## config.mk

```make
export PLATFORM = sky130hd
export DESIGN_NAME = polyphonic_tone_mixer
export DESIGN_NICKNAME = d
export VERILOG_FILES = /design/src/design/ptm_pkg.sv /design/src/design/ptm_cell.sv /design/src/design/ptm_div.sv /design/src/design/polyphonic_tone_mixer.sv
export SDC_FILE = /design/constraint.sdc
export NUM_CORES = 2
export LEC_CHECK = 0
export BUFFER_PORTS_ARGS = -buffer_cell sky130_fd_sc_hd__buf_2
export CORE_ASPECT_RATIO = 1.2
export CORE_MARGIN = 1.5
export CORE_UTILIZATION = 50
export CTS_CLUSTER_DIAMETER = 120
export DETAILED_ROUTE_END_ITERATION = 8
export PLACE_DENSITY = 0.74
export SKIP_LAST_GASP = 1
export SYNTH_ARGS = -nofsm -noshare
export SYNTH_HDL_FRONTEND = slang
export SYNTH_SLANG_ARGS = --single-unit
```

## constraint.sdc

```tcl
create_clock -name i_clk -period 9.9 [get_ports i_clk]
set_clock_uncertainty 0.15 [all_clocks]
set_input_delay 0.99 -clock i_clk [delete_from_list [all_inputs] [get_ports i_clk]]
set_output_delay 0.99 -clock i_clk [all_outputs]
set_load 0.005 [all_outputs]
```

## src/design/ptm_pkg.sv

```systemverilog
`default_nettype none
package ptm_pkg;

    typedef struct packed {
        logic        opcode;
        logic [14:0] phase_step;
        logic [19:0] duration_samples;
        logic [14:0] amplitude;
    } t_in_item;

    typedef struct packed {
        logic               is_sample;
        logic signed [15:0] sample_out;
        logic               tone_accepted;
        logic [3:0]         voices_active;
    } t_out_item;

    localparam logic       OP_START = 1'b0;
    localparam logic       OP_TICK  = 1'b1;

    localparam logic [1:0] REG_FADE  = 2'd0;
    localparam logic [1:0] REG_GAIN  = 2'd1;
    localparam logic [1:0] REG_KNEE  = 2'd2;

    localparam logic [15:0] FADE_RESET = 16'd480;
    localparam logic [14:0] GAIN_RESET = 15'd26214;
    localparam logic [14:0] KNEE_RESET = 15'd26214;

    // Quarter-wave sine, round(32767*sin(k*pi/64)) for k = 0..32.
    function automatic logic [14:0] sine_quarter(input logic [5:0] k);
        logic [14:0] v;
        unique case (k)
            6'd0:  v = 15'd0;     6'd1:  v = 15'd1608;  6'd2:  v = 15'd3212;
            6'd3:  v = 15'd4808;  6'd4:  v = 15'd6393;  6'd5:  v = 15'd7962;
            6'd6:  v = 15'd9512;  6'd7:  v = 15'd11039; 6'd8:  v = 15'd12539;
            6'd9:  v = 15'd14010; 6'd10: v = 15'd15446; 6'd11: v = 15'd16846;
            6'd12: v = 15'd18204; 6'd13: v = 15'd19519; 6'd14: v = 15'd20787;
            6'd15: v = 15'd22005; 6'd16: v = 15'd23170; 6'd17: v = 15'd24279;
            6'd18: v = 15'd25329; 6'd19: v = 15'd26319; 6'd20: v = 15'd27245;
            6'd21: v = 15'd28105; 6'd22: v = 15'd28898; 6'd23: v = 15'd29621;
            6'd24: v = 15'd30273; 6'd25: v = 15'd30852; 6'd26: v = 15'd31356;
            6'd27: v = 15'd31785; 6'd28: v = 15'd32137; 6'd29: v = 15'd32412;
            6'd30: v = 15'd32609; 6'd31: v = 15'd32728;
            default: v = 15'd32767;
        endcase
        return v;
    endfunction

    // round(32768/sqrt(n)), with 32768 meaning unity.
    function automatic logic [15:0] inv_sqrt(input logic [5:0] n);
        logic [15:0] v;
        unique case (n)
            6'd0:  v = 16'd32768; 6'd1:  v = 16'd32768; 6'd2:  v = 16'd23170;
            6'd3:  v = 16'd18919; 6'd4:  v = 16'd16384; 6'd5:  v = 16'd14654;
            6'd6:  v = 16'd13377; 6'd7:  v = 16'd12385; 6'd8:  v = 16'd11585;
            6'd9:  v = 16'd10923; 6'd10: v = 16'd10362; 6'd11: v = 16'd9880;
            6'd12: v = 16'd9459;  6'd13: v = 16'd9088;  6'd14: v = 16'd8758;
            6'd15: v = 16'd8461;  6'd16: v = 16'd8192;  6'd17: v = 16'd7947;
            6'd18: v = 16'd7723;  6'd19: v = 16'd7517;  6'd20: v = 16'd7327;
            6'd21: v = 16'd7151;  6'd22: v = 16'd6986;  6'd23: v = 16'd6833;
            6'd24: v = 16'd6689;  6'd25: v = 16'd6554;  6'd26: v = 16'd6426;
            6'd27: v = 16'd6306;  6'd28: v = 16'd6193;  6'd29: v = 16'd6085;
            6'd30: v = 16'd5983;  6'd31: v = 16'd5885;
            default: v = 16'd5793;
        endcase
        return v;
    endfunction

    // tanh sampled at 17 points over [0,1] in Q1.15.
    function automatic logic [14:0] tanh_q15(input logic [4:0] s);
        logic [14:0] v;
        unique case (s)
            5'd0:  v = 15'd0;     5'd1:  v = 15'd2045;  5'd2:  v = 15'd4075;
            5'd3:  v = 15'd6073;  5'd4:  v = 15'd8025;  5'd5:  v = 15'd9919;
            5'd6:  v = 15'd11743; 5'd7:  v = 15'd13486; 5'd8:  v = 15'd15143;
            5'd9:  v = 15'd16706; 5'd10: v = 15'd18173; 5'd11: v = 15'd19542;
            5'd12: v = 15'd20813; 5'd13: v = 15'd21986; 5'd14: v = 15'd23066;
            5'd15: v = 15'd24054;
            default: v = 15'd24956;
        endcase
        return v;
    endfunction

endpackage
`default_nettype wire

```

## src/design/ptm_cell.sv

```systemverilog
`default_nettype none
// One voice slot of the ring. On a shift it takes its neighbor's record,
// advanced by one sample when the record has just been played.
module ptm_cell
    import ptm_pkg::*;
#(
    parameter int PHASE_BITS    = 16,
    parameter int DURATION_BITS = 20
) (
    input  wire logic                     i_clk,
    input  wire logic                     i_rst_n,
    input  wire logic                     i_shift,
    input  wire logic                     i_advance,
    input  wire logic                     i_active,
    input  wire logic [PHASE_BITS-1:0]    i_phase,
    input  wire logic [14:0]              i_step,
    input  wire logic [DURATION_BITS-1:0] i_remaining,
    input  wire logic [14:0]              i_level,
    output logic                          o_active,
    output logic [PHASE_BITS-1:0]         o_phase,
    output logic [14:0]                   o_step,
    output logic [DURATION_BITS-1:0]      o_remaining,
    output logic [14:0]                   o_level
);

    localparam int SW = (PHASE_BITS > 15) ? PHASE_BITS : 15;

    logic                     r_active;
    logic [PHASE_BITS-1:0]    r_phase;
    logic [14:0]              r_step;
    logic [DURATION_BITS-1:0] r_remaining;
    logic [14:0]              r_level;
    logic [SW-1:0]            w_sum;
    logic                     w_last;

    assign w_sum  = SW'(i_phase) + SW'(i_step);
    assign w_last = (i_remaining <= DURATION_BITS'(1));

    always_ff @(posedge i_clk) begin
        if (!i_rst_n) begin
            r_active <= 1'b0;
        end else if (i_shift) begin
            r_active <= i_advance ? (i_active && !w_last) : i_active;
        end
    end

    always_ff @(posedge i_clk) begin
        if (i_shift) begin
            r_step  <= i_step;
            r_level <= i_level;
            if (i_advance) begin
                r_phase     <= w_sum[PHASE_BITS-1:0];
                r_remaining <= i_remaining - DURATION_BITS'(1);
            end else begin
                r_phase     <= i_phase;
                r_remaining <= i_remaining;
            end
        end
    end

    assign o_active    = r_active;
    assign o_phase     = r_phase;
    assign o_step      = r_step;
    assign o_remaining = r_remaining;
    assign o_level     = r_level;

endmodule
`default_nettype wire

```

## src/design/ptm_div.sv

```systemverilog
`default_nettype none
// Restoring divider with a 31-bit quotient, one quotient bit per cycle.
module ptm_div
    import ptm_pkg::*;
(
    input  wire logic        i_clk,
    input  wire logic        i_rst_n,
    input  wire logic        i_start,
    input  wire logic [30:0] i_num,
    input  wire logic [15:0] i_den,
    output logic             o_busy,
    output logic [30:0]      o_quot
);

    logic        r_busy;
    logic [4:0]  r_cnt;
    logic [15:0] r_rem;
    logic [30:0] r_num;
    logic [15:0] r_den;
    logic [16:0] w_trial;
    logic        w_ge;

    assign w_trial = {r_rem, r_num[30]};
    assign w_ge    = (w_trial >= {1'b0, r_den});

    always_ff @(posedge i_clk) begin
        if (!i_rst_n) begin
            r_busy <= 1'b0;
            r_cnt  <= '0;
        end else if (i_start) begin
            r_busy <= 1'b1;
            r_cnt  <= '0;
        end else if (r_busy) begin
            r_cnt <= r_cnt + 5'd1;
            if (r_cnt == 5'd30) begin
                r_busy <= 1'b0;
            end
        end
    end

    always_ff @(posedge i_clk) begin
        if (i_start) begin
            r_rem <= '0;
            r_num <= i_num;
            r_den <= i_den;
        end else if (r_busy) begin
            r_rem <= w_ge ? 16'(w_trial - {1'b0, r_den}) : w_trial[15:0];
            r_num <= {r_num[29:0], w_ge};
        end
    end

    assign o_busy = r_busy | i_start;
    assign o_quot = r_num;

endmodule
`default_nettype wire

```

## src/design/polyphonic_tone_mixer.sv

```systemverilog
`default_nettype none
// Polyphonic tone mixer with soft clip.
// Items arrive on a valid/ready input channel. An item with opcode start
// loads a tone into the lowest free voice slot; an item with opcode tick
// mixes one output sample from every active voice. Each item gives exactly
// one result item on the valid/ready output channel.
// A start item takes one full turn of the voice ring. A tick passes every
// voice slot, with more steps for each active voice and a division for each
// voice inside its fade and for a mix above the knee, since the fade and the
// soft clip share one divider that yields one bit per cycle.
// One item is worked on at a time; the input is ready again once the
// result sits in the output register, so the next item is taken while
// that result still waits for the receiver. A stalled receiver holds the
// result and, after one more item has finished, stops the input.
// Reset clears all voices and loads the register defaults; no clearing
// pass is needed. The APB port writes fade length, headroom gain and knee.
module polyphonic_tone_mixer
    import ptm_pkg::*;
#(
    parameter int MAX_VOICES    = 8,
    parameter int PHASE_BITS    = 16,
    parameter int DURATION_BITS = 20
) (
    input  wire logic        i_clk,
    input  wire logic        i_rst_n,
    input  wire logic        i_in_valid,
    output logic             o_in_ready,
    input  wire t_in_item    i_in_data,
    output logic             o_out_valid,
    input  wire logic        i_out_ready,
    output t_out_item        o_out_data,
    input  wire logic        psel,
    input  wire logic        penable,
    input  wire logic        pwrite,
    input  wire logic [3:0]  paddr,
    input  wire logic [31:0] pwdata,
    output logic [31:0]      prdata,
    output logic             pready
);

    localparam int CW = $clog2(MAX_VOICES + 1);
    localparam int VW = (MAX_VOICES > 1) ? $clog2(MAX_VOICES) : 1;
    localparam logic [32:0] DUR_MAX = (33'd1 << DURATION_BITS) - 33'd1;

    typedef enum logic [3:0] {
        ST_IDLE, ST_START, ST_VA, ST_VB, ST_VWAIT, ST_VN, ST_VG, ST_VACC,
        ST_CLIP, ST_CWAIT, ST_CT, ST_CY, ST_FIN
    } t_state;

    // Configuration registers.
    logic [15:0] r_fade;
    logic [14:0] r_gain;
    logic [14:0] r_knee;

    always_ff @(posedge i_clk) begin
        if (!i_rst_n) begin
            r_fade <= FADE_RESET;
            r_gain <= GAIN_RESET;
            r_knee <= KNEE_RESET;
        end else if (psel && penable && pwrite) begin
            unique case (paddr[3:2])
                REG_FADE: r_fade <= pwdata[15:0];
                REG_GAIN: r_gain <= pwdata[14:0];
                REG_KNEE: r_knee <= pwdata[14:0];
                default:  ;
            endcase
        end
    end

    always_comb begin
        unique case (paddr[3:2])
            REG_FADE: prdata = {16'd0, r_fade};
            REG_GAIN: prdata = {17'd0, r_gain};
            REG_KNEE: prdata = {17'd0, r_knee};
            default:  prdata = 32'd0;
        endcase
    end
    assign pready = 1'b1;

    // Voice ring: slot 0 sits at the head, and a full turn of MAX_VOICES
    // shifts brings every record back to its own slot.
    logic                     w_act   [MAX_VOICES];
    logic [PHASE_BITS-1:0]    w_phase [MAX_VOICES];
    logic [14:0]              w_step  [MAX_VOICES];
    logic [DURATION_BITS-1:0] w_rem   [MAX_VOICES];
    logic [14:0]              w_level [MAX_VOICES];

    logic                     w_shift;
    logic                     w_adv;
    logic                     w_load;
    logic                     w_in_act;
    logic [PHASE_BITS-1:0]    w_in_phase;
    logic [14:0]              w_in_step;
    logic [DURATION_BITS-1:0] w_in_rem;
    logic [14:0]              w_in_level;

    t_state                   r_state;
    t_in_item                 r_item;
    logic [DURATION_BITS-1:0] r_dur;
    logic                     r_placed;
    logic [VW-1:0]            r_vcnt;
    logic [CW-1:0]            r_count;
    logic [15:0]              r_norm;
    logic [14:0]              r_mag;
    logic                     r_neg;
    logic signed [16:0]       r_acc;
    logic                     r_sign;
    logic [14:0]              r_th;
    logic [15:0]              r_y;
    t_out_item                r_res;
    logic                     r_ovalid;
    t_out_item                r_out;
    logic                     r_div_start;
    logic [30:0]              r_div_num;
    logic [15:0]              r_div_den;

    assign w_load = (r_state == ST_START) && !r_placed && !w_act[0];
    assign w_adv  = (r_state == ST_VACC);
    assign w_shift = (r_state == ST_START) || w_adv || ((r_state == ST_VA) && !w_act[0]);

    always_comb begin
        if (w_load) begin
            w_in_act   = 1'b1;
            w_in_phase = '0;
            w_in_step  = r_item.phase_step;
            w_in_rem   = r_dur;
            w_in_level = r_item.amplitude;
        end else begin
            w_in_act   = w_act[0];
            w_in_phase = w_phase[0];
            w_in_step  = w_step[0];
            w_in_rem   = w_rem[0];
            w_in_level = w_level[0];
        end
    end

    for (genvar g = 0; g < MAX_VOICES; g++) begin : g_cell
        logic                     c_act;
        logic [PHASE_BITS-1:0]    c_phase;
        logic [14:0]              c_step;
        logic [DURATION_BITS-1:0] c_rem;
        logic [14:0]              c_level;
        if (g == MAX_VOICES - 1) begin : g_tail
            assign c_act   = w_in_act;
            assign c_phase = w_in_phase;
            assign c_step  = w_in_step;
            assign c_rem   = w_in_rem;
            assign c_level = w_in_level;
        end else begin : g_link
            assign c_act   = w_act[g+1];
            assign c_phase = w_phase[g+1];
            assign c_step  = w_step[g+1];
            assign c_rem   = w_rem[g+1];
            assign c_level = w_level[g+1];
        end
        ptm_cell #(
            .PHASE_BITS    (PHASE_BITS),
            .DURATION_BITS (DURATION_BITS)
        ) u_cell (
            .i_clk       (i_clk),
            .i_rst_n     (i_rst_n),
            .i_shift     (w_shift),
            .i_advance   ((g == MAX_VOICES - 1) ? w_adv : 1'b0),
            .i_active    (c_act),
            .i_phase     (c_phase),
            .i_step      (c_step),
            .i_remaining (c_rem),
            .i_level     (c_level),
            .o_active    (w_act[g]),
            .o_phase     (w_phase[g]),
            .o_step      (w_step[g]),
            .o_remaining (w_rem[g]),
            .o_level     (w_level[g])
        );
    end

    // Shared divider for the fade and the soft clip.
    logic        w_div_busy;
    logic [30:0] w_quot;

    ptm_div u_div (
        .i_clk   (i_clk),
        .i_rst_n (i_rst_n),
        .i_start (r_div_start),
        .i_num   (r_div_num),
        .i_den   (r_div_den),
        .o_busy  (w_div_busy),
        .o_quot  (w_quot)
    );

    // Datapath terms of the head voice.
    logic [6:0]  w_idx;
    logic [14:0] w_sine;
    logic [32:0] w_rem33;
    logic        w_fading;
    logic        w_freed;
    logic [29:0] w_p_level;
    logic [30:0] w_p_norm;
    logic [29:0] w_p_gain;
    logic signed [16:0] w_sum;
    logic signed [16:0] w_sum_c;
    logic [14:0] w_m;
    logic [15:0] w_h;
    logic [32:0] w_d33;
    logic [32:0] w_dsat;
    logic [14:0] w_t;
    logic [14:0] w_tlo;
    logic [14:0] w_thi;
    logic [22:0] w_interp;
    logic [30:0] w_p_h;
    logic [16:0] w_y;
    logic        w_last_v;
    logic [CW-1:0] w_count_start;
    logic        w_fin_go;

    assign w_idx    = w_phase[0][PHASE_BITS-1 -: 7];
    assign w_sine   = w_idx[5] ? sine_quarter(6'd32 - {1'b0, w_idx[4:0]})
                               : sine_quarter({1'b0, w_idx[4:0]});
    assign w_rem33  = 33'(w_rem[0]);
    assign w_fading = (w_rem33 < 33'(r_fade));
    assign w_freed  = w_act[0] && (w_rem[0] <= DURATION_BITS'(1));
    assign w_p_level = w_sine * w_level[0];
    assign w_p_norm  = r_mag * r_norm;
    assign w_p_gain  = r_mag * r_gain;
    assign w_sum     = r_acc + (r_neg ? -$signed({2'b00, r_mag}) : $signed({2'b00, r_mag}));
    assign w_sum_c   = (w_sum > 17'sd32767) ? 17'sd32767 :
                       (w_sum < -17'sd32767) ? -17'sd32767 : w_sum;
    assign w_m       = r_acc[16] ? 15'(-r_acc) : r_acc[14:0];
    assign w_h       = 16'd32768 - {1'b0, r_knee};
    assign w_d33     = 33'(i_in_data.duration_samples);
    assign w_dsat    = (w_d33 > DUR_MAX) ? DUR_MAX : w_d33;
    assign w_t       = (w_quot > 31'd32767) ? 15'd32767 : w_quot[14:0];
    assign w_tlo     = tanh_q15({1'b0, w_t[14:11]});
    assign w_thi     = tanh_q15(5'({1'b0, w_t[14:11]} + 5'd1));
    assign w_interp  = (w_thi - w_tlo) * w_t[10:0];
    assign w_p_h     = w_h * r_th;
    assign w_y       = {2'b00, r_knee} + {1'b0, w_p_h[30:15]};
    assign w_last_v  = (r_vcnt == VW'(MAX_VOICES - 1));
    assign w_count_start = r_count + CW'(r_placed | w_load);
    // The finished result moves to the output register when it is free or
    // is being taken in this cycle.
    assign w_fin_go  = (r_state == ST_FIN) && (!r_ovalid || i_out_ready);

    always_ff @(posedge i_clk) begin
        if (!i_rst_n) begin
            r_state     <= ST_IDLE;
            r_count     <= '0;
            r_ovalid    <= 1'b0;
            r_div_start <= 1'b0;
        end else begin
            r_div_start <= ((r_state == ST_VB) && w_fading) ||
                           ((r_state == ST_CLIP) && (w_m > r_knee));
            if (w_fin_go) begin
                r_ovalid <= 1'b1;
            end else if (i_out_ready) begin
                r_ovalid <= 1'b0;
            end
            unique case (r_state)
                ST_IDLE: begin
                    if (i_in_valid) begin
                        r_item   <= i_in_data;
                        r_dur    <= w_dsat[DURATION_BITS-1:0];
                        r_placed <= 1'b0;
                        r_vcnt   <= '0;
                        r_acc    <= '0;
                        r_norm   <= inv_sqrt(6'(r_count));
                        r_state  <= (i_in_data.opcode == OP_TICK) ? ST_VA : ST_START;
                    end
                end
                ST_START: begin
                    if (w_load) begin
                        r_placed <= 1'b1;
                    end
                    r_vcnt <= r_vcnt + VW'(1);
                    if (w_last_v) begin
                        r_count <= w_count_start;
                        r_res   <= '{is_sample: 1'b0, sample_out: 16'sd0,
                                     tone_accepted: r_placed | w_load,
                                     voices_active: 4'(w_count_start)};
                        r_state <= ST_FIN;
                    end
                end
                ST_VA: begin
                    if (w_act[0]) begin
                        r_mag   <= w_p_level[29:15];
                        r_neg   <= w_idx[6];
                        r_state <= ST_VB;
                    end else begin
                        r_vcnt  <= r_vcnt + VW'(1);
                        r_state <= w_last_v ? ST_CLIP : ST_VA;
                    end
                end
                ST_VB: begin
                    if (w_fading) begin
                        r_div_num   <= r_mag * w_rem33[15:0];
                        r_div_den   <= r_fade;
                        r_state     <= ST_VWAIT;
                    end else begin
                        r_state <= ST_VN;
                    end
                end
                ST_VWAIT: begin
                    if (!w_div_busy) begin
                        r_mag   <= w_quot[14:0];
                        r_state <= ST_VN;
                    end
                end
                ST_VN: begin
                    r_mag   <= w_p_norm[29:15];
                    r_state <= ST_VG;
                end
                ST_VG: begin
                    r_mag   <= w_p_gain[29:15];
                    r_state <= ST_VACC;
                end
                ST_VACC: begin
                    r_acc  <= w_sum_c;
                    r_vcnt <= r_vcnt + VW'(1);
                    if (w_freed) begin
                        r_count <= r_count - CW'(1);
                    end
                    r_state <= w_last_v ? ST_CLIP : ST_VA;
                end
                ST_CLIP: begin
                    r_sign <= r_acc[16];
                    if (w_m <= r_knee) begin
                        r_y     <= {1'b0, w_m};
                        r_state <= ST_CY;
                    end else begin
                        r_div_num   <= {1'b0, w_m - r_knee, 15'd0};
                        r_div_den   <= w_h;
                        r_state     <= ST_CWAIT;
                    end
                end
                ST_CWAIT: begin
                    if (!w_div_busy) begin
                        r_th    <= w_tlo + 15'(w_interp[22:11]);
                        r_state <= ST_CT;
                    end
                end
                ST_CT: begin
                    r_y     <= (w_y > 17'd32767) ? 16'd32767 : w_y[15:0];
                    r_state <= ST_CY;
                end
                ST_CY: begin
                    r_res   <= '{is_sample: 1'b1,
                                 sample_out: r_sign ? -$signed(r_y) : $signed(r_y),
                                 tone_accepted: 1'b0,
                                 voices_active: 4'(r_count)};
                    r_state <= ST_FIN;
                end
                ST_FIN: begin
                    if (w_fin_go) begin
                        r_out    <= r_res;
                        r_state  <= ST_IDLE;
                    end
                end
                default: r_state <= ST_IDLE;
            endcase
        end
    end

    assign o_in_ready  = (r_state == ST_IDLE);
    assign o_out_valid = r_ovalid;
    assign o_out_data  = r_out;

endmodule
`default_nettype wire
```

### Word-level counts from Yosys, hierarchy flattened

Memory sizes are Yosys's and may differ from the RTL's. A register that Yosys moved wholly into a read port is not among the register bits.
Index checks and enable logic that the tools add are counted.
Widths: inputs -> output; s select.

| storage, ports and cells | value |
|---|---|
| register bits | 871 |
| bits in read-only memories | 1696 |
| input bits | 94 |
| output and inout bits | 57 |
| word-level logic and storage cells | 258 |
| memories kept | 5 |

Memories:

| name | depth | bits a word | read ports | clocked after Yosys merged registers in | write ports | line | RTL |
|---|---|---|---|---|---|---|---|
| (no name shown) | 32 | 15 | 1 | 1 | 0 | ptm_pkg.sv:32 | `unique case (k)` |
| (no name shown) | 32 | 15 | 1 | 0 | 0 | ptm_pkg.sv:32 |  |
| (no name shown) | 16 | 16 | 1 | 1 | 0 | ptm_pkg.sv:52 | `unique case (n)` |
| (no name shown) | 16 | 15 | 1 | 0 | 0 | ptm_pkg.sv:72 | `unique case (s)` |
| (no name shown) | 16 | 15 | 1 | 0 | 0 | ptm_pkg.sv:72 |  |

| cells by class | value |
|---|---|
| add/sub/neg operators | 18 |
| multiply operators | 6 |
| magnitude comparators | 11 |
| equal/unequal tests | 28 |
| multiplexer cells | 63 |
| bitwise logic cells | 5 |
| reductions and logical operators | 49 |

Operators by type and width:

| kind | count |
|---|---|
| $mux 15 | 9 |
| $mux 16 | 8 |
| $mux 31 | 4 |
| $mux 17 | 4 |
| $pmux 16 s2 | 2 |
| $pmux 31 s2 | 1 |
| $mul 15x15->30 | 2 |
| $pmux 15 s4 | 1 |
| $pmux 4 s13 | 1 |
| $pmux 16 s3 | 1 |
| $pmux 22 s2 | 1 |
| $le 20x1->1 const B | 2 |
| $mux 20 | 2 |
| $mux 4 | 9 |
| $pmux 17 s2 | 1 |
| $gt 31x15->1 const B | 1 |
| $mul 15x16->31 | 1 |
| $mul 16x15->31 | 1 |
| $mul 15x16->30 | 1 |
| $reduce_and 3->1 | 8 |
| $mul 16x12->23 | 1 |
| $mux 22 | 1 |
| $eq 4x4->1 const B | 5 |
| $gt 20x20->1 const B | 1 |
| 55 further kinds | 112 |

### Logic depth before layout (Yosys ltp)

| logic depth | value |
|---|---|
| depth in word-level cells | 8 |
| mapped depth | 55 |
| depth with buffers taken out | 51 |

### Hierarchy

Synthesis repeated with hierarchy kept, for this count alone.

| unflattened totals | value |
|---|---|
| cell total of the unflattened synthesis | 9260 |
| area, all modules | 91953.2 um2 |

Modules (own cells, without submodules):

| module | times used | cells an instance | area an instance (um2) | seq. area each (um2) |
|---|---|---|---|---|
| polyphonic_tone_mixer | 1 | 6806 | 60416.7 | 7907.6 |
| ptm_cell | 8 | 267 | 3482.1 | 2001.9 |
| ptm_div | 1 | 318 | 3679.8 | 1851.8 |

### Worst setup path before layout

OpenSTA, ideal clock, no wires.

| timing path | value |
|---|---|
| kind | register -> register |
| start | reg u_div.r_num[27] (netlist: u_div.o_quot[27]) |
| end | reg r_th[14], data pin |
| library setup time | 0.265 ns |
| arrival | 10.438 ns |
| required time | 9.485 ns |
| slack | -0.953 ns |
| cell stages (with the launch flop) | 51 |
| buffers on the path | 5 |
| clock period less this slack | 10.853 ns |
| cell sequence | edfxtp_1 nor4_1 nand4_1 clkbuf_1 clkbuf_1 nand2b_1 ha_1 clkbuf_1 xnor2_1 clkbuf_1 a21oi_1 a31oi_1 ha_1 inv_1 fa_1 a21o_1 a21oi_1 nand2b_1 [15 not listed] nor2_1 a211oi_1 and2_1 o21a_1 nor2_1 ha_1 nor2b_1 o21ai_0 a21boi_0 o21ai_0 a21boi_0 o21ai_0 a21boi_0 o21ai_0 a21boi_0 o21a_1 o21ai_0 xor2_1 |

| on the way | value |
|---|---|
| cells in the longest elaborated chain, start to end | 8 |
| elaborated cells between the ends (all ways) | 9 |
| those cells by class | 3 x add/sub; 1 x mul; 1 x order compare; 2 x mux; 2 x memory |

Ends and longest elaborated chain:

| what | line | RTL |
|---|---|---|
| from (decl) | ptm_div.sv:18 | `logic [30:0] r_num;` |
| from (signal assigned) | ptm_div.sv:44 | `r_num <= i_num;` |
| from (signal assigned) | ptm_div.sv:48 | `r_num <= {r_num[29:0], w_ge};` |
| $gt 31x15->1 (*) | polyphonic_tone_mixer.sv:232 | `assign w_t = (w_quot > 31'd32767) ? 15'd32767 : w_quot[14:0];` |
| $mux 15 (*) | polyphonic_tone_mixer.sv:232 |  |
| $add 4x1->5 | polyphonic_tone_mixer.sv:234 | `assign w_thi = tanh_q15(5'({1'b0, w_t[14:11]} + 5'd1));` |
| $mem_v2 16x15 | - |  |
| $mux 15 | ptm_pkg.sv:72 |  |
| $sub 15x15->16 | polyphonic_tone_mixer.sv:235 | `assign w_interp = (w_thi - w_tlo) * w_t[10:0];` |
| $mul 16x12->23 | polyphonic_tone_mixer.sv:235 |  |
| $add 15x12->15 (*) | polyphonic_tone_mixer.sv:337 | `r_th <= w_tlo + 15'(w_interp[22:11]);` |
| to (signal assigned) | polyphonic_tone_mixer.sv:337 |  |
| to (decl) | polyphonic_tone_mixer.sv:108 | `logic [14:0] r_th;` |

Every way passes the cells marked *; elsewhere a longest branch is shown, timed or not.
A chain may end at the register's enable or synchronous reset.

### Worst setup path in the final report

Ends and elaborated chain as after synthesis.

==> impl_metrics.py <==
metrics = {
    "outcome": {
        "status": "finished, violations left",
        "violations": "negative setup slack",
    },
    "critical_path": {
        "crit_start": "u_div.o_quot[27]$_DFFE_PN_",
        "cp.required_ps": 10250,
        "crit_type": "reg -> reg",
        "arrival_ps": 10260,
        "cpMostUsedCell": "fa_1",
        "worst_path_dominant_cell_family": "adder cells",
        "slowest_delay_ps": 550,
        "crit_buf_inv": 8,
        "critPathLaunchType": "register",
        "r2r_cells": 48,
        "worstPathMaxFanout": 5,
        "r2r_start": "u_div.o_quot[27]$_DFFE_PN_",
        "cp.depth": 48,
        "slowest_stage": "fa_1",
        "critPathCaptureType": "register",
    },
    "routing": {
        "finalWirelength_um": 202000,
        "wl_per_cell_um": 19.5,
        "antenna_left": 0,
        "vias": 57900,
        "drc_errors": 0,
        "drt_iter0_drc": 4612,
        "drtPass1Iterations": 6,
        "viasPerCell": 5.59,
    },
    "clock_tree": {
        "cts-htree-levels": 3,
        "root_buffer": "clkbuf_16",
        "numCtsBuffers": 91,
        "cts.hold.buffers_added": 0,
        "cts_buffer_depth": 3,
        "clk_latency_ps": 750,
        "cts.clk_slew.worst_paths_ps": 70,
        "cts_tree": "built",
        "cts_num_sinks": 902,
    },
    "timing": {
        "fmax_ghz": 0.101,
        "tightest_slew_ps": 1260,
        "rsz0062_at_grt": "true",
        "final.min_clock_period_ps": 9920,
        "hold_viol_final": 0,
        "setup-violations-final": 1,
        "finalCritPeriodShare": 1.00,
        "worst_slack_ps": -16.5,
        "fin_setup_tns_ps": -16.5,
        "slew_violations": 0,
        "slew_headroom": 0.161,
    },
    "grt": {
        "grt_antenna_before_repair": 11,
        "grt_use_total": 0.246,
        "grt_pass1_wl_um": 320000,
        "grt_overflow": 0,
        "grt_max_degree": 216,
        "first_global_vias": 60600,
    },
    "floorplan": {
        "start_util": 0.503,
        "dieHeight_um": 445,
        "core_area_mm2": 0.162,
        "num_io_pins": 151,
        "rows": 162,
        "die-area_mm2": 0.166,
        "die_w_um": 372,
    },
    "layout": {
        "drive_above_1_share": 0.105,
        "nNetsFinal": 9915,
        "stdcell_count": 10400,
        "syn_to_final_growth_pct": 10.3,
    },
    "logic_synthesis": {
        "yosys_warnings": 0,
        "synth-seq-area-share": 0.320,
        "syn_area_per_cell_um2": 10.2,
        "synthSimpleGateAreaFrac": 0.142,
        "syn_inst": 7974,
        "synth_xor_area_frac": 0.0305,
        "yosys.area_share.adder": 0.349,
        "synth_area_mm2": 0.0816,
        "synth-compound-area-share": 0.0731,
        "synth-seq-cells": 902,
        "synth_cell_types": 90,
        "synth_edf_count": 801,
        "async_flop_share": 0,
        "muxShareOfSynthArea": 0.0122,
        "synth_top_family_by_area": "adder cells",
        "ys.flop_type": "edfxtp_1",
    },
    "placed_design": {
        "post-place-cells": 10100,
        "portBuffers": 115,
        "hpwl_um": 152000,
        "gp_congestion": 0.926,
    },
    "worst_hold_path": {
        "hold_depth": 0,
        "hp-start": "g_cell[5].u_cell.o_remaining[6]$_DFFE_PN_",
        "hold_class": "reg -> reg",
    },
    "run": {
        "maxCapViolCount": 0,
    },
}
flip-flops by register name (all words and copies together), names as in the netlist, 17 cells and up, named ones only:
register,count
g_cell.u_cell.o_level,120
g_cell.u_cell.o_phase,128
g_cell.u_cell.o_remaining,160
g_cell.u_cell.o_step,120
o_out_data,22
r_acc,17
r_div_num,31
r_dur,20
r_item,30
r_res,22
u_div.o_quot,31
cell families after synthesis:
family          count (synthesis)
other cells                     2
flops                         902
buf+inv                      1576
fa+ha+maj                    1672
compound gates                945
simple gates                 2502
xor+xnor                      282
mux                            93
metrics by stage:
step	hold slack (ps)	instance area, um^2	setup WS, ps	util
after floorplan	250	81800	18.9	-
after global placement	250	85900	-283	0.530
after detailed placement	255	85900	-432	0.530
after CTS	214	89300	-20.1	0.551
after global routing	229	90000	-486	0.555
final	253	90000	-16.5	0.555
worst paths after layout:
path	to	slack [ps]
worst min register to register	g_cell[4].u_cell.o_remaining[6]$_DFFE_PN_	250
worst max-delay path	r_th[14]$_DFFE_PP_	-20
worst max register to register	r_th[14]$_DFFE_PP_	-20
worst min-delay path	g_cell[4].u_cell.o_remaining[6]$_DFFE_PN_	250
cell usage in the layout (no fill, tap or decap), types with 115 or more instances in the layout:
cell      count
a21oi_1     265
xnor2_1     182
edfxtp_1    801
inv_1      1140
buf_2       115
o21ai_0     210
nor2_1      326
nand2_1    1253
buf_4       351
ha_1        654
and2_1      476
fa_1       1002
repair_timing:
| item | 4_1_cts | 5_1_grt |
|---|---|---|
| resized for setup | 35 | 126 |
| cloned | 0 | 0 |
| pin swaps | 47 | 102 |
| buffers inserted | 26 | 26 |
| setup endpoints to repair | 8 | 23 |
per-layer routing:
metal  vias up  share of wire  GRT usage
met1     29100           0.39      0.309
met3       493          0.068     0.0356
met2      2212           0.50      0.423
met5         -        0.00022          0
met4         6          0.045      0.105
li1      26100              -          -
synth_stat cells (9+ instances only):
| library cell | number | area, um^2 |
|---|---|---|
| nand2_1 | 1262 | 4740 |
| inv_1 | 1155 | 4340 |
| fa_1 | 1008 | 20200 |
| edfxtp_1 | 801 | 24100 |
| ha_1 | 664 | 8310 |
| and2_1 | 479 | 3000 |
| clkbuf_1 | 373 | 1400 |
| nor2_1 | 341 | 1280 |
| a21oi_1 | 282 | 1410 |
| o21ai_0 | 231 | 1160 |
| xnor2_1 | 197 | 1730 |
| dfxtp_1 | 101 | 2020 |
| xor2_1 | 84 | 736 |
| a21o_1 | 80 | 601 |
| nor3_1 | 77 | 385 |
| nor2b_1 | 62 | 388 |
| nand3_1 | 60 | 300 |
| mux2i_1 | 58 | 581 |
| nand2b_1 | 50 | 313 |
| a211oi_1 | 44 | 330 |
| mux2_2 | 33 | 372 |
| o31ai_1 | 33 | 248 |
| nand4_1 | 32 | 200 |
| or2_2 | 29 | 181 |
| a31oi_1 | 28 | 175 |
| or3_1 | 26 | 163 |
| o21a_1 | 24 | 180 |
| nor4_1 | 22 | 138 |
| and3_1 | 21 | 131 |
| o211ai_1 | 21 | 158 |
| buf_4 | 19 | 143 |
| o21bai_1 | 19 | 143 |
| o22ai_1 | 18 | 113 |
| a21boi_0 | 16 | 120 |
| a22oi_1 | 16 | 120 |
| o21ai_1 | 14 | 70.1 |
| a221oi_1 | 12 | 105 |
| buf_2 | 12 | 60.1 |
| buf_1 | 11 | 41.3 |
| or4_1 | 11 | 82.6 |
| a2111oi_0 | 9 | 78.8 |
| nor3b_1 | 9 | 67.6 |
final cells by class:
cell class / instances / area (um^2)
fillers: 13800 / 72200
flip-flops and latches: 902 / 26100
well taps: 2132 / 2670
inverters: 1161 / 4360
multi-input cells: 5512 / 50300
clock inverters: 60 / 642
repair buffers: 481 / 3440
clock buffers: 112 / 2450
diodes: 5 / 12.5
Power is left out: the tool's default activity adds up to more than one toggle a clock period on the data nets, which glitch-free logic cannot reach.
